--- src/tdg_pkg.sv ---
package tdg_pkg;

    // Field widths
    localparam int DIST_BITS    = 16;
    localparam int FRAC_BITS    = 12;
    localparam int INV_RES_BITS = 16;
    localparam int GRAD_BITS    = 32;

    // A difference of two distances needs one more bit
    localparam int DIFF_BITS    = DIST_BITS + 1;

    localparam logic [INV_RES_BITS-1:0] INV_RES_RESET = INV_RES_BITS'(853);

    typedef struct packed {
        logic        [FRAC_BITS-1:0] frac_x;
        logic        [FRAC_BITS-1:0] frac_y;
        logic        [FRAC_BITS-1:0] frac_z;
        logic signed [DIST_BITS-1:0] dist_000;
        logic signed [DIST_BITS-1:0] dist_001;
        logic signed [DIST_BITS-1:0] dist_010;
        logic signed [DIST_BITS-1:0] dist_011;
        logic signed [DIST_BITS-1:0] dist_100;
        logic signed [DIST_BITS-1:0] dist_101;
        logic signed [DIST_BITS-1:0] dist_110;
        logic signed [DIST_BITS-1:0] dist_111;
    } t_in_item;

    typedef struct packed {
        logic signed [DIST_BITS-1:0] distance;
        logic signed [GRAD_BITS-1:0] grad_x;
        logic signed [GRAD_BITS-1:0] grad_y;
        logic signed [GRAD_BITS-1:0] grad_z;
    } t_out_item;

endpackage

--- src/tdg_grad_scale.sv ---
module tdg_grad_scale (
    input  logic                                 i_clk,
    input  logic                                 i_en,
    input  logic [tdg_pkg::INV_RES_BITS-1:0]     i_inv_res,
    input  logic signed [tdg_pkg::DIST_BITS-1:0] i_dist,
    input  logic signed [tdg_pkg::DIFF_BITS-1:0] i_gx,
    input  logic signed [tdg_pkg::DIFF_BITS-1:0] i_gy,
    input  logic signed [tdg_pkg::DIFF_BITS-1:0] i_gz,
    output tdg_pkg::t_out_item                   o_item
);
    import tdg_pkg::*;

    localparam int PW = DIFF_BITS + INV_RES_BITS + 1;
    localparam logic signed [PW-1:0] GMAX = PW'((64'sd1 <<< (GRAD_BITS - 1)) - 64'sd1);
    localparam logic signed [PW-1:0] GMIN = -GMAX - PW'(1);

    logic signed [INV_RES_BITS:0] scale;
    logic signed [PW-1:0]         px;
    logic signed [PW-1:0]         py;
    logic signed [PW-1:0]         pz;
    t_out_item                    n_item;
    t_out_item                    r_item;

    function automatic logic [GRAD_BITS-1:0] sat(input logic signed [PW-1:0] p);
        logic signed [PW-1:0] c;
        begin
            c = p;
            if (p > GMAX) begin
                c = GMAX;
            end else if (p < GMIN) begin
                c = GMIN;
            end
            return c[GRAD_BITS-1:0];
        end
    endfunction

    // Scale each blended difference by the reciprocal voxel size and clamp
    always_comb begin
        scale           = $signed({1'b0, i_inv_res});
        px              = i_gx * scale;
        py              = i_gy * scale;
        pz              = i_gz * scale;
        n_item.distance = i_dist;
        n_item.grad_x   = sat(px);
        n_item.grad_y   = sat(py);
        n_item.grad_z   = sat(pz);
    end

    // Output register
    always_ff @(posedge i_clk) begin
        if (i_en) begin
            r_item <= n_item;
        end
    end

    assign o_item = r_item;

endmodule

--- config.mk ---
export PLATFORM = sky130hd
export DESIGN_NAME = tdg_grad_scale
export DESIGN_NICKNAME = d
export VERILOG_FILES = /design/src/tdg_pkg.sv /design/src/tdg_grad_scale.sv
export SDC_FILE = /design/constraint.sdc
export NUM_CORES = 2
export LEC_CHECK = 0
export ABC_AREA = 0
export BUFFER_PORTS_ARGS = -buffer_cell sky130_fd_sc_hd__buf_2
export CORE_ASPECT_RATIO = 1.75
export CORE_MARGIN = 2
export CORE_UTILIZATION = 60
export DETAILED_ROUTE_END_ITERATION = 12
export GPL_TIMING_DRIVEN = 0
export PLACE_DENSITY = 0.78
export REMOVE_ABC_BUFFERS = 1
export SYNTH_ARGS = -nofsm -noshare
export SYNTH_HDL_FRONTEND = slang
export SYNTH_SLANG_ARGS = --single-unit
--- constraint.sdc ---
create_clock -name i_clk -period 18.27 [get_ports i_clk]
set_clock_uncertainty 0.2 [all_clocks]
set_input_delay 0.9135 -clock i_clk [delete_from_list [all_inputs] [get_ports i_clk]]
set_output_delay 0.9135 -clock i_clk [all_outputs]
set_load 0.02 [all_outputs]
==> metrics.md <==
| Metric | Value |
|---|---|
| Status | `complete, no violations` |
| Final HPWL DP | `66.0 mm` |
| Adder-cell share of the synthesized area | `0.548` |
| Hold WS | `0.489 ns` |
| H-tree levels | `3` |
| Final Cycle Share | `0.529` |
| Critical Path End | `o_item[44]` |
| Max frequency | `103 MHz` |
| Most common cell in the netlist | `inv_1` |
| HP Start | `i_dist[3]` |
| Post_cts resized | `0` |
| Final GP Congestion | `0.876` |
| Synth Area in Simple Gates | `0.129` |
| Worst min path class | `in2reg` |
| CTS tree | `yes` |
| Core area | `60,200 µm²` |
| Port bufs | `196` |
| Data required, critical path | `18.14 ns` |
| CP startpoint kind | `input pin` |
| WL per Instance | `17.4 µm` |
| Max-Cap Viols | `0` |
| TritonRoute pass-1 iters | `5` |
| Initial Util | `0.608` |
| Via-per-instance ratio | `5.49` |
| Drt drc | `0` |
| IO Count | `197` |
| CTS buffer count | `9` |
| Average cell area after synthesis | `9.18 µm²` |
| Final #Nets | `5,203` |
| Number of fill cells | `5,046` |
| Max reg flops | `112` |
| Ratio of cells with drive above 1 in the final layout | `0.0676` |
| Root buf cell | `clkbuf_16` |
| Crit. End Element | `flip-flop` |
| Yosys warning count | `0` |
| Worst slew margin relative to its limit | `0.108` |
| Sequential-to-total area share from yosys stat | `0.0920` |
| Total gr overflow | `0` |
| Post-Synth XOR/XNOR Area | `0.0263` |
| Crit path arrival time | `9.54 ns` |
| Die width | `191 µm` |
| Post-synth top cells | `inv_1, fa_1, nand2_1, and2_1, ha_1` |
| Mapped Cells | `3,981` |
| Ys async rst share | `0` |
| Die area | `63,000 µm²` |
| Post-layout min period | `9.67 ns` |
| Row count | `119` |
| TritonCTS Sinks | `112` |
| Worst-margin pin slew | `1.34 ns` |
| Antenna violations before repair | `3` |
| Post-synth top area share | `0.458` |
| Finish-stage setup viols | `0` |
| Most used DFF post-synth | `edfxtp_1` |
| First-pass GRT wire length | `140 mm` |
| CP Max Fanout | `51` |
| Syn-to-layout area delta | `4.47%` |
| Global-route usage over all layers | `0.285` |
| Number of hold violations in the final report | `0` |
| Core Util, Final | `0.635` |
| Reg clk slew, reported paths | `0.09 ns` |
| Max Slew Vio Count | `0` |
| RSZ-0062 raised after global routing | `false` |
| Synth Area in Compound Gates | `0.0691` |
| Mux cell area share after synthesis | `0.000274` |
| Largest family of logic cells by synthesized area | `adder cells` |
| Cells taking the most area after synthesis | `fa_1, inv_1, edfxtp_1` |
| Final TNS setup | `0 ns` |
| Hold-critical path depth | `1` |
| Clock buffer depth | `2` |
| Setup Fix Bufs, Post-CTS | `0` |
| Post-synth EDFFs | `112` |
| Detailed Route Iter0 Violations | `1,185` |
| Final ANT Viol Nets | `0` |
| Yosys top cell by area | `fa_1` |
| Routed WL | `83.9 mm` |
| Cts-stage hold buffer count | `0` |
| Distinct cell type count after synthesis | `85` |
| Cell area after synthesis | `36,600 µm²` |
| DR vias | `26,400` |
| Post-synthesis register bit count | `112` |
| Vias in the first global route | `29,500` |
| Critical path class | `in2reg` |
| Worst setup path startpoint | `i_inv_res[2]` |
| Chip Height | `331 µm` |
| Largest net degree at the start of global routing | `75` |
## placed cells by master (no fill, tap or decap), drive strengths merged, types with 11 or more instances in the layout
cell / Yosys / layout
inv: 1132 / 1135
fa: 837 / 837
nand2: 539 / 539
and2: 335 / 335
ha: 261 / 261
buf: 20 / 198
a21oi: 150 / 150
edfxtp: 112 / 112
o21ai: 98 / 98
xnor2: 72 / 72
nor2: 39 / 39
a21o: 34 / 34
xor2: 33 / 33
nand3: 16 / 16
a211oi: 14 / 14
o21a: 11 / 11
## layout make-up
cell class | instances | area [µm²] | area share
Multi-Input combinational cell | 2567 | 28300 | 0.740
Antenna cell | 4 | 10.0 | 0.000262
Sequential cell | 112 | 3360 | 0.0881
Clock inverter | 6 | 73.8 | 0.00193
Timing Repair Buffer | 198 | 1030 | 0.0270
Inverter | 1132 | 4250 | 0.111
Clock buffer | 10 | 229 | 0.00600
Tap cell | 786 | 983 | 0.0257
## cell families (layout without fill, tap and decap cells)
logic type,after synthesis,in the layout
AO/OA/AOI/OAI,380,380
XOR/XNOR,105,105
adder cells (fa/ha/maj),1098,1098
buffers and inverters,1302,1346
flip-flops,112,112
multiplexers,1,1
other,0,4
AND/OR/NAND/NOR,983,983
## worst max-delay path, stage by stage
cell and delay [ns]:
buf_2 0.88, nand2_1 0.36, fa_1 0.80, fa_1 0.49
inv_1 0.34, fa_1 0.52, fa_1 0.51, fa_1 0.49
inv_1 0.05, fa_1 0.47, inv_1 0.04, ha_1 0.43
nand2_1 0.18, nor4_1 0.47, nand2_1 0.12, a41oi_2 0.39
nor2b_2 0.13, o311ai_4 0.37, xor2_4 0.18, a21oi_2 1.06
o21ai_0 0.25
## routing by layer
metal,GRT usage,share of wire
met5,0,0.00026
met1,0.304,0.34
met3,0.0225,0.037
met4,0.151,0.052
met2,0.551,0.57
## through the flow
step                instance area (µm²)  setup WS (ns)  instances
floorplan                         35900          10.50       3811
global placement                  37800           8.35       4793
detailed placement                37900           8.25       4795
CTS                               38200           8.68       4811
global route                      38200           8.39       4813
finish                            38200           8.60       4815
## how the worst min path moves through the flow
| stage | endpoint | slack (ns) |
|---|---|---|
| 3_5_place_dp | o_item[110] | 0.89 |
| 6_report | o_item[99] | 0.49 |
| 5_1_grt | o_item[99] | 0.48 |
| 4_1_cts | o_item[99] | 0.47 |
| 2_1_floorplan | o_item[100] | 0.81 |
| 3_3_place_gp | o_item[106] | 0.89 |
Power is left out: the tool's default activity adds up to more than one toggle a clock period on the data nets, which glitch-free logic cannot reach.
