--- src/tdg_pkg.sv ---
package tdg_pkg;

    // Field widths
    localparam int DIST_BITS    = 16;
    localparam int FRAC_BITS    = 12;
    localparam int INV_RES_BITS = 16;
    localparam int GRAD_BITS    = 32;

    // A difference of two distances needs one more bit
    localparam int DIFF_BITS    = DIST_BITS + 1;

    localparam logic [INV_RES_BITS-1:0] INV_RES_RESET = INV_RES_BITS'(853);

    typedef struct packed {
        logic        [FRAC_BITS-1:0] frac_x;
        logic        [FRAC_BITS-1:0] frac_y;
        logic        [FRAC_BITS-1:0] frac_z;
        logic signed [DIST_BITS-1:0] dist_000;
        logic signed [DIST_BITS-1:0] dist_001;
        logic signed [DIST_BITS-1:0] dist_010;
        logic signed [DIST_BITS-1:0] dist_011;
        logic signed [DIST_BITS-1:0] dist_100;
        logic signed [DIST_BITS-1:0] dist_101;
        logic signed [DIST_BITS-1:0] dist_110;
        logic signed [DIST_BITS-1:0] dist_111;
    } t_in_item;

    typedef struct packed {
        logic signed [DIST_BITS-1:0] distance;
        logic signed [GRAD_BITS-1:0] grad_x;
        logic signed [GRAD_BITS-1:0] grad_y;
        logic signed [GRAD_BITS-1:0] grad_z;
    } t_out_item;

endpackage

--- src/tdg_lerp_lane.sv ---
module tdg_lerp_lane #(
    parameter int WIDTH = 16
) (
    input  logic                          i_clk,
    input  logic                          i_en,
    input  logic signed [WIDTH-1:0]       i_a,
    input  logic signed [WIDTH-1:0]       i_b,
    input  logic [tdg_pkg::FRAC_BITS-1:0] i_f,
    output logic signed [WIDTH-1:0]       o_y
);
    import tdg_pkg::*;

    localparam int PW = WIDTH + FRAC_BITS + 2;
    localparam logic signed [PW-1:0] HALF = PW'(2 ** (FRAC_BITS - 1));

    logic signed [WIDTH:0]   diff;
    logic signed [PW-1:0]    prod;
    logic signed [PW-1:0]    prod_rnd;
    logic signed [PW-1:0]    step;
    logic [WIDTH:0]          sum;
    logic signed [WIDTH-1:0] r_y;

    // Blend as a + round((b - a) * f), round half up; the blend is convex
    // so the sum always fits back into WIDTH bits
    always_comb begin
        diff     = {i_b[WIDTH-1], i_b} - {i_a[WIDTH-1], i_a};
        prod     = diff * $signed({1'b0, i_f});
        prod_rnd = prod + HALF;
        step     = prod_rnd >>> FRAC_BITS;
        sum      = {i_a[WIDTH-1], i_a} + step[WIDTH:0];
    end

    // Hold the lane result until the stage advances
    always_ff @(posedge i_clk) begin
        if (i_en) begin
            r_y <= sum[WIDTH-1:0];
        end
    end

    assign o_y = r_y;

endmodule

--- config.mk ---
export PLATFORM = sky130hd
export DESIGN_NAME = tdg_lerp_lane
export DESIGN_NICKNAME = d
export VERILOG_FILES = /design/src/tdg_pkg.sv /design/src/tdg_lerp_lane.sv
export SDC_FILE = /design/constraint.sdc
export NUM_CORES = 1
export LEC_CHECK = 0
export ABC_AREA = 1
export BUFFER_PORTS_ARGS = -buffer_cell sky130_fd_sc_hd__buf_2
export CAP_MARGIN = 10
export CORE_MARGIN = 1
export CORE_UTILIZATION = 60
export DETAILED_ROUTE_END_ITERATION = 7
export PLACE_DENSITY = 0.82
export SYNTH_ARGS = -nofsm -noshare
export SYNTH_HDL_FRONTEND = slang
export SYNTH_SLANG_ARGS = --single-unit
--- constraint.sdc ---
create_clock -name i_clk -period 12.3 [get_ports i_clk]
set_input_delay 3.075 -clock i_clk [delete_from_list [all_inputs] [get_ports i_clk]]
set_output_delay 3.075 -clock i_clk [all_outputs]
set_load 0.005 [all_outputs]
==> key figures, run 1 <==
Floorplan
  – Die width: 125 um
  – Std cell rows: 44
  – # IOs: just over 60
  – Die area: approximately 0.016 mm^2
  – Total core area: 0.0147 mm^2
  – Initial core utilization: 0.621
  – Die outline height: ~130 um

Layout
  – Final net count: about 1,500
  – Post-synthesis to final-layout area growth: 6.21%
  – Max reg flops: 16
  – Share of cells above drive strength 1: 0.0798
  – Antenna diode instance count: 0

Yosys
  – Nets in the synthesized netlist: around 1,500
  – Complex-gate fraction of the synthesized area: 0.0635
  – Synthesized area per cell: roughly 8 um^2
  – Synth Cell Area: between 0.009 and 0.01 mm^2
  – Sequential element share of the synthesized area: 0.0526
  – Post-Synth Simple-Gate Area: 0.182
  – Main combinational cell family by area after synthesis: adder cells
  – Adder and majority cell fraction of the synthesized area: 0.553
  – Multiplexer area fraction after synthesis: 0
  – Number of distinct library cell variants in the gate-level netlist after synthesis: 40
  – Synth Area in XOR/XNOR: 0.0370
  – Number of register bits inferred by synthesis: 16
  – Number of standard cells after synthesis: 1,126
  – Synthesis Warnings: 0

Setup path
  – Largest stage delay, worst path: 0.59 ns
  – CP arrival: between 10 and 15 ns
  – Crit-path slowest cell: sky130_fd_sc_hd__fa_1
  – CP most frequent cell: sky130_fd_sc_hd__fa_1
  – CP max FO: 7
  – Critical path class: input port to register
  – Critical path required time: around 12 ns
  – Nature of the critical path startpoint: input port
  – Capturing element type of the critical path: register

Clock network
  – CTS sink cnt: 16
  – Clk root buf: sky130_fd_sc_hd__clkbuf_16
  – Number of resized instances in the post-cts repair step: 0
  – Number of buffers on the longest clock path: 2
  – Clock buffer count from CTS: 3
  – Number of buffers added to fix hold violations after cts: 0
  – Clock-pin slew on the worst setup and hold paths: around 0.05 ns
  – H-tree depth reported by CTS: 1
  – Clock tree from TritonCTS: yes
  – Post-CTS setup repair buffer count: 0

Timing
  – Hold Slack: around 3.2 ns
  – Worst slew margin relative to its limit: 0.578
  – Worst-Margin Slew: 0.628 ns
  – Maximum frequency from static timing analysis: slightly below 0.09 GHz
  – Final setup violation count: 0
  – RSZ-0062 raised after global routing: no
  – Final hold violation count: 0
  – Count of pins over their slew limit: 0
  – Post-route setup TNS: 0 ns
  – Ratio of final minimum period to clock period: 0.929
  – Minimum clock period after layout: between 10 and 15 ns

Min path
  – Worst hold path type: input port to register
  – Number of stages on the worst hold path: 2
  – Capture endpoint of the worst hold path: o_y[0]
  – Startpoint of the worst hold path: i_a[0]

Placement
  – Input/output buffers: 61
  – RePlAce Congestion: around 0.97
  – Detailed placement HPWL: approximately 20 mm

Routing
  – Final wirelength: between 20 and 25 mm
  – DR vias: 7,544
  – Routed length per placed instance: 16.5 um
  – Number of antenna-violating nets in the routed design: 0
  – First-iteration detailed-routing DRC count: about 610
  – DRC viols: 6
  – Number of search-and-repair iterations in the first detailed-routing pass: 8
  – Via density per instance: 5.54

Run status
  – Run status: finished with violations
  – Violations in the final reports: design-rule violations

GRT
  – Aggregate global routing overflow: 0
  – Antenna violations before repair: 0
  – GRT Total Usage: 0.300
  – Maximum number of pins on one net before global-route repair: 18
  – Vias in the first global route: ~7,700
  – First-pass GRT wire length: 36.7 mm

Run
  – Max-cap viol count: 0
## stage by stage
| stage | setup WS (ns) | cell area [um^2] | utilization | std cells |
|---|---|---|---|---|
| 2_1_floorplan | 1.82 | 9130 | - | 1126 |
| 3_3_place_gp | 1.21 | 9620 | 0.655 | 1359 |
| 3_5_place_dp | 0.789 | 9620 | 0.655 | 1359 |
| 4_1_cts | 1.01 | 9700 | 0.660 | 1362 |
| 5_1_grt | 0.637 | 9700 | 0.660 | 1362 |
| 6_report | 0.872 | 9700 | 0.660 | 1362 |
## layer usage
layer	track usage	vias up	wire (um)
met1	0.387	3643	8850
li1	-	3527	-
met3	0.0377	66	1560
met5	0	-	0
met4	0.117	0	928
met2	0.516	308	11100
## worst max-delay path: cells and delay by family
family / cells / cell delay [ns]
buffers and inverters: 5 / 0.60
AOI/OAI and AO/OA: 9 / 1.90
xor gates and xnor gates: 3 / 0.84
and+or+nand+nor: 9 / 0.89
adders and majority gates: 10 / 4.06
## final cells by class
type                    instances  area, um^2
clock buffers                   3        75.1
fillers                      1218        5000
inverters                     254         953
multi-input cells             840        7620
flip-flops and latches         16         480
well taps                     184         230
repair buffers                 65         335
## cells in the final DEF (no fill, tap or decap), types with 2 or more instances in the layout
cell                        instances
sky130_fd_sc_hd__inv_1            251
sky130_fd_sc_hd__nand2_1          224
sky130_fd_sc_hd__fa_1             182
sky130_fd_sc_hd__nor2_1           117
sky130_fd_sc_hd__ha_1             112
sky130_fd_sc_hd__buf_2             61
sky130_fd_sc_hd__a21oi_1           60
sky130_fd_sc_hd__nand3_1           28
sky130_fd_sc_hd__xor2_1            24
sky130_fd_sc_hd__o21ai_0           18
sky130_fd_sc_hd__edfxtp_1          16
sky130_fd_sc_hd__or2_2             11
sky130_fd_sc_hd__xnor2_1            9
sky130_fd_sc_hd__nand4_1            7
sky130_fd_sc_hd__nor3_1             5
sky130_fd_sc_hd__or2_1              5
sky130_fd_sc_hd__nand2_2            4
sky130_fd_sc_hd__buf_4              4
sky130_fd_sc_hd__a21o_1             3
sky130_fd_sc_hd__xor2_2             3
sky130_fd_sc_hd__o21bai_1           3
sky130_fd_sc_hd__o21a_1             3
sky130_fd_sc_hd__clkbuf_16          3
sky130_fd_sc_hd__o21ai_1            2
sky130_fd_sc_hd__clkinv_1           2
sky130_fd_sc_hd__o21ai_2            2
sky130_fd_sc_hd__a21oi_2            2
sky130_fd_sc_hd__o31ai_1            2
sky130_fd_sc_hd__nand3_2            2
sky130_fd_sc_hd__a211oi_1           2
sky130_fd_sc_hd__nor4_1             2
sky130_fd_sc_hd__a31oi_1            2
## cells in the mapped netlist
cell	count	area [um^2]
sky130_fd_sc_hd__inv_1	251	942
sky130_fd_sc_hd__nand2_1	224	841
sky130_fd_sc_hd__fa_1	182	3640
sky130_fd_sc_hd__nor2_1	117	439
sky130_fd_sc_hd__ha_1	112	1400
sky130_fd_sc_hd__a21oi_1	60	300
sky130_fd_sc_hd__nand3_1	28	140
sky130_fd_sc_hd__xor2_1	24	210
sky130_fd_sc_hd__o21ai_0	18	90.1
sky130_fd_sc_hd__edfxtp_1	16	480
sky130_fd_sc_hd__clkbuf_1	12	45.0
sky130_fd_sc_hd__or2_2	11	68.8
sky130_fd_sc_hd__xnor2_1	9	78.8
sky130_fd_sc_hd__nand4_1	7	43.8
sky130_fd_sc_hd__nor3_1	5	25.0
sky130_fd_sc_hd__or2_1	5	31.3
sky130_fd_sc_hd__nand2_2	4	25.0
sky130_fd_sc_hd__a21o_1	3	22.5
sky130_fd_sc_hd__o21a_1	3	22.5
sky130_fd_sc_hd__o21bai_1	3	22.5
sky130_fd_sc_hd__xor2_2	3	48.8
sky130_fd_sc_hd__a211oi_1	2	15.0
sky130_fd_sc_hd__a21oi_2	2	17.5
sky130_fd_sc_hd__a31oi_1	2	12.5
sky130_fd_sc_hd__buf_2	2	10.0
sky130_fd_sc_hd__clkinv_1	2	7.51
sky130_fd_sc_hd__nand3_2	2	20.0
sky130_fd_sc_hd__nor4_1	2	12.5
sky130_fd_sc_hd__o21ai_1	2	10.0
sky130_fd_sc_hd__o21ai_2	2	17.5
sky130_fd_sc_hd__o31ai_1	2	15.0
sky130_fd_sc_hd__buf_4	1	7.51
sky130_fd_sc_hd__buf_6	1	11.3
sky130_fd_sc_hd__inv_2	1	3.75
sky130_fd_sc_hd__nand3b_1	1	7.51
sky130_fd_sc_hd__nor2_2	1	6.26
sky130_fd_sc_hd__o2111ai_1	1	8.76
sky130_fd_sc_hd__o211ai_1	1	7.51
sky130_fd_sc_hd__o221ai_1	1	8.76
sky130_fd_sc_hd__o41ai_1	1	8.76
## cell families after synthesis
kind of cell,Yosys count
XOR/XNOR,36
AO/OA/AOI/OAI,103
buffers and inverters,270
AND/OR/NAND/NOR,407
adder cells (fa/ha/maj),294
flip-flops,16
## how the worst max path moves through the flow
stage	start	to	slack, ns	depth (start not counted)
floorplan	i_b[0]	o_y[11]	1.82	36
global placement	i_a[0]	o_y[11]	1.21	37
detailed placement	i_a[0]	o_y[11]	0.79	34
CTS	i_a[0]	o_y[11]	1.01	34
global route	i_a[0]	o_y[11]	0.64	34
finish	i_a[0]	o_y[11]	0.87	36
Power of run 1 is left out: the tool's default activity adds up to more than one toggle a clock period on the data nets, which glitch-free logic cannot reach.
==> run 2, diff against run 1 <==
CORE_UTILIZATION = 35   (was 60)
PLACE_DENSITY = 0.54   (was 0.82)
==> run 2 against run 1 <==
  * The flow now finishes without violations
  * Final area rose by 1.9%
  * Count of clock-buffer cells in the layout did not move
  * Critical path depth fell by 2
  * Final cell count rose by 11%
  * Non-clock buffer count did not move
  * Sequential share of layout area fell by 0.093 points
  * Worst hold slack improved by 0.0076 ns
  * First-iteration DRC count fell by 23%
  * Critical path type unchanged
  * Critical endpoint unchanged
  * Highest routed layer unchanged
==> key figures, run 2 (synthesis results as in run 1) <==
Placement
  – Instance area after placement: approximately 0.01 mm^2
  – RePlAce Congestion: 0.857
  – Detailed placement HPWL: 21.4 mm
  – Input/output buffers: just over 60

Clock network
  – Clock buffer count from CTS: 3
  – Clk root buf: sky130_fd_sc_hd__clkbuf_16
  – Number of resized instances in the post-cts repair step: 0
  – Clock-pin slew on the worst setup and hold paths: ~0.050 ns
  – H-tree depth reported by CTS: 1
  – Clock tree from TritonCTS: yes
  – CTS sink cnt: 16
  – Number of buffers added to fix hold violations after cts: 0
  – Post-CTS setup repair buffer count: 0
  – Number of buffers on the longest clock path: 2

Setup path
  – CP max FO: 7
  – CP most frequent cell: sky130_fd_sc_hd__fa_1
  – Count of buffering cells on the critical path with inverters included: 5
  – Critical path class: input port to register
  – Capturing element type of the critical path: register
  – CP arrival: around 11 ns
  – Timing startpoint of the critical path: i_a[0]
  – Cell type group with the largest total delay on the critical path: adder cells
  – Nature of the critical path startpoint: input port
  – Crit-path slowest cell: sky130_fd_sc_hd__fa_1
  – Largest stage delay, worst path: around 0.56 ns
  – Critical path required time: approximately 12 ns

Routing
  – Number of search-and-repair iterations in the first detailed-routing pass: 5
  – Routed length per placed instance: 15.8 um
  – DR vias: between 7,000 and 8,000
  – Final wirelength: 23.8 mm
  – Number of antenna-violating nets in the routed design: 0
  – Via density per instance: 4.80
  – First-iteration detailed-routing DRC count: 470
  – DRC viols: 0

Floorplan
  – Initial core utilization: 0.359
  – Total core area: around 0.025 mm^2
  – Die outline height: between 150 and 200 um
  – Std cell rows: between 50 and 60
  – Die area: 0.0267 mm^2
  – # IOs: between 60 and 70
  – Die width: ~160 um

GRT
  – Vias in the first global route: 7,372
  – Antenna violations before repair: 0
  – GRT Total Usage: 0.185
  – First-pass GRT wire length: ~38 mm
  – Maximum number of pins on one net before global-route repair: 18
  – Most utilized layer in the global route result: met2
  – Aggregate global routing overflow: 0
  – GR Layer Usage met1: 0.251
  – Met3 track demand over resource: 0.0203
  – Met2 routing resource usage after global routing: 0.322

Min path
  – Worst hold path type: input port to register
  – Startpoint of the worst hold path: i_a[0]

Run
  – Max-cap viol count: 0

Timing
  – Hold Slack: 3.17 ns
  – Worst slew margin relative to its limit: 0.501
  – Post-route setup TNS: 0 ns
  – Ratio of final minimum period to clock period: 0.926
  – RSZ-0062 raised after global routing: no
  – Maximum frequency from static timing analysis: between 0.08 and 0.09 GHz
  – Final setup violation count: 0
  – Final hold violation count: 0
  – Minimum clock period after layout: 11.38 ns
  – Count of pins over their slew limit: 0
  – Worst-Margin Slew: approximately 0.75 ns

Layout
  – Post-route cell area: about 0.01 mm^2
  – Most common library cell in the layout ignoring fill and taps: sky130_fd_sc_hd__inv_1
  – Final net count: about 1,500
  – Antenna diode instance count: 0
  – Final core area utilization: 0.389
  – Post-synthesis to final-layout area growth: 8.25%
  – Share of cells above drive strength 1: 0.0797
  – Commonest non-fill, non-tap cells in the layout: sky130_fd_sc_hd__inv_1, sky130_fd_sc_hd__nand2_1, sky130_fd_sc_hd__fa_1
  – Max reg flops: 16

Run status
  – Run status: completed
-- run 2: changes by cell type in the layout (fill, tap and decap cells not counted) --
cell                       before  now
sky130_fd_sc_hd__clkinv_1       2    3
-- run 2: metrics by stage --
step	worst slack, ns	instances
5_1_grt	0.354	1509
6_report	0.916	1509
4_1_cts	0.946	1509
3_3_place_gp	0.995	1505
2_1_floorplan	1.82	1126
3_5_place_dp	0.702	1505
-- run 2: layer usage --
| layer | wire length [um] | up-vias |
|---|---|---|
| li1 | - | 3523 |
| met1 | 10700 | 3546 |
| met2 | 11700 | 164 |
| met3 | 1130 | 15 |
| met4 | 324 | 0 |
| met5 | 0 | - |
-- run 2: path summary, 6_finish.rpt --
kind | slack, ns | cells after the start | end
hold / removal | 3.17 | 2 | o_y[0]
setup / recovery | 0.92 | 34 | o_y[11]
-- run 2: cell type report --
type,count,area [um^2]
inverters,254,953
fillers,2722,15500
clock inverters,1,3.75
clock buffers,3,75.1
flip-flops and latches,16,480
repair buffers,65,335
well taps,330,413
multi-input cells,840,7620
Power of run 2 is left out for the same reason.
==> run 3, diff against run 2 <==
==> constraint.sdc (replaced) <==
create_clock -name i_clk -period 12.3 [get_ports i_clk]
set_input_delay 1.23 -clock i_clk [delete_from_list [all_inputs] [get_ports i_clk]]
set_output_delay 1.23 -clock i_clk [all_outputs]
set_load 0.005 [all_outputs]
==> run 3 against run 2 <==
  * First-iteration DRC count down 4.0%
  * Count of clock-buffer cells in the layout did not move
  * Die area is the same
  * Worst hold slack got worse by 1.9 ns
  * Fmax up 20%
  * Sequential cell count is the same
  * Critical path depth is the same
  * Final cell count fell by 0.27%
  * Via count shrank 1.4%
  * Core utilization is 0.12 points lower
  * Final area fell by 0.30%
  * Non-clock buffer count shrank 4
  * Critical endpoint unchanged
==> key figures, run 3 (synthesis results as in run 1) <==
Clock network
  – Clock tree from TritonCTS: yes
  – Clk root buf: sky130_fd_sc_hd__clkbuf_16
  – Number of buffers on the longest clock path: 2
  – Post-CTS setup repair buffer count: 0
  – H-tree depth reported by CTS: 1
  – CTS sink cnt: 16
  – Number of resized instances in the post-cts repair step: 0
  – Clock buffer count from CTS: 3
  – Clock-pin slew on the worst setup and hold paths: ~0.05 ns
  – Number of buffers added to fix hold violations after cts: 0

Floorplan
  – Std cell rows: 58
  – Die outline height: about 160 um
  – Die width: between 150 and 200 um
  – Die area: roughly 0.027 mm^2
  – # IOs: 62
  – Total core area: roughly 0.025 mm^2
  – Initial core utilization: 0.359

Layout
  – Post-route cell area: around 0.0099 mm^2
  – Max reg flops: 16
  – Antenna diode instance count: 0
  – Post-synthesis to final-layout area growth: 7.92%
  – Most common library cell in the layout ignoring fill and taps: sky130_fd_sc_hd__inv_1
  – Share of cells above drive strength 1: 0.0766
  – Final net count: 1,516
  – Commonest non-fill, non-tap cells in the layout: sky130_fd_sc_hd__inv_1, sky130_fd_sc_hd__nand2_1, sky130_fd_sc_hd__fa_1

Min path
  – Worst hold path type: input port to register

Setup path
  – CP arrival: 9.52 ns
  – Largest stage delay, worst path: approximately 0.57 ns
  – Last element of the critical path: o_y[11]
  – CP most frequent cell: sky130_fd_sc_hd__fa_1
  – Critical path required time: about 12 ns
  – Timing startpoint of the critical path: i_a[0]
  – Crit-path slowest cell: sky130_fd_sc_hd__fa_1
  – CP max FO: 7
  – Nature of the critical path startpoint: input port
  – Critical path class: input port to register
  – Capturing element type of the critical path: register

Timing
  – Maximum frequency from static timing analysis: between 0.1 and 0.15 GHz
  – Final hold violation count: 0
  – Ratio of final minimum period to clock period: 0.774
  – Minimum clock period after layout: around 9.5 ns
  – Final setup violation count: 0
  – Worst slew margin relative to its limit: 0.345
  – Post-route setup TNS: 0 ns
  – RSZ-0062 raised after global routing: no
  – Count of pins over their slew limit: 0
  – Worst-Margin Slew: approximately 0.98 ns

GRT
  – Antenna violations before repair: 0
  – First-pass GRT wire length: 38.8 mm
  – Vias in the first global route: about 7,300
  – Aggregate global routing overflow: 0
  – Maximum number of pins on one net before global-route repair: 18
  – GRT Total Usage: 0.189

Placement
  – Detailed placement HPWL: between 20 and 25 mm
  – RePlAce Congestion: 0.879
  – Instance area after placement: slightly below 0.01 mm^2
  – Input/output buffers: between 60 and 70

Run
  – Max-cap viol count: 0

Routing
  – Routed length per placed instance: roughly 16 um
  – DRC viols: 0
  – Via density per instance: around 4.7
  – DR vias: roughly 7,000
  – Number of antenna-violating nets in the routed design: 0
  – Number of search-and-repair iterations in the first detailed-routing pass: 5
  – Final wirelength: approximately 24 mm
  – First-iteration detailed-routing DRC count: between 400 and 500

Run status
  – Run status: completed
run 3: stage by stage:
step / instances / hold WS, ns / util / setup slack [ns]
after floorplan: 1126 / 1.34 / - / 3.66
final: 1505 / 1.32 / 0.388 / 2.78
after global routing: 1505 / 1.33 / 0.388 / 2.16
after CTS: 1505 / 1.32 / 0.388 / 2.78
after global placement: 1501 / 1.60 / 0.385 / 2.78
after detailed placement: 1501 / 1.58 / 0.385 / 2.54
run 3: layout make-up:
type / instances / area [um^2]
multi-input cells: 840 / 7620
fillers: 2654 / 15500
clock inverters: 1 / 3.75
well taps: 330 / 413
clock buffers: 3 / 75.1
inverters: 254 / 953
repair buffers: 61 / 305
flip-flops and latches: 16 / 480
run 3: worst max-delay path, delay by kind of cell:
kind                       cells  cell delay, ns
AOI/OAI and AO/OA              8            1.73
and+or+nand+nor                8            1.00
adders and majority gates     10            4.05
xor gates and xnor gates       3            0.89
buffers and inverters          5            0.60
run 3: how the worst min path moves through the flow:
stage | depth (start not counted) | end | startpoint
detailed placement | 2 | o_y[0] | i_a[0]
floorplan | 0 | o_y[0] | i_en
global route | 2 | o_y[0] | i_a[0]
finish | 2 | o_y[0] | i_a[0]
global placement | 2 | o_y[0] | i_a[0]
CTS | 2 | o_y[0] | i_a[0]
run 3: per-layer routing:
layer / vias up / wire, um / GRT usage
li1: 3510 / - / -
met1: 3493 / 10800 / 0.254
met2: 127 / 11800 / 0.328
met5: - / 0 / 0
met3: 16 / 1130 / 0.0279
met4: 0 / 254 / 0.0206
Power of run 3 is left out for the same reason.
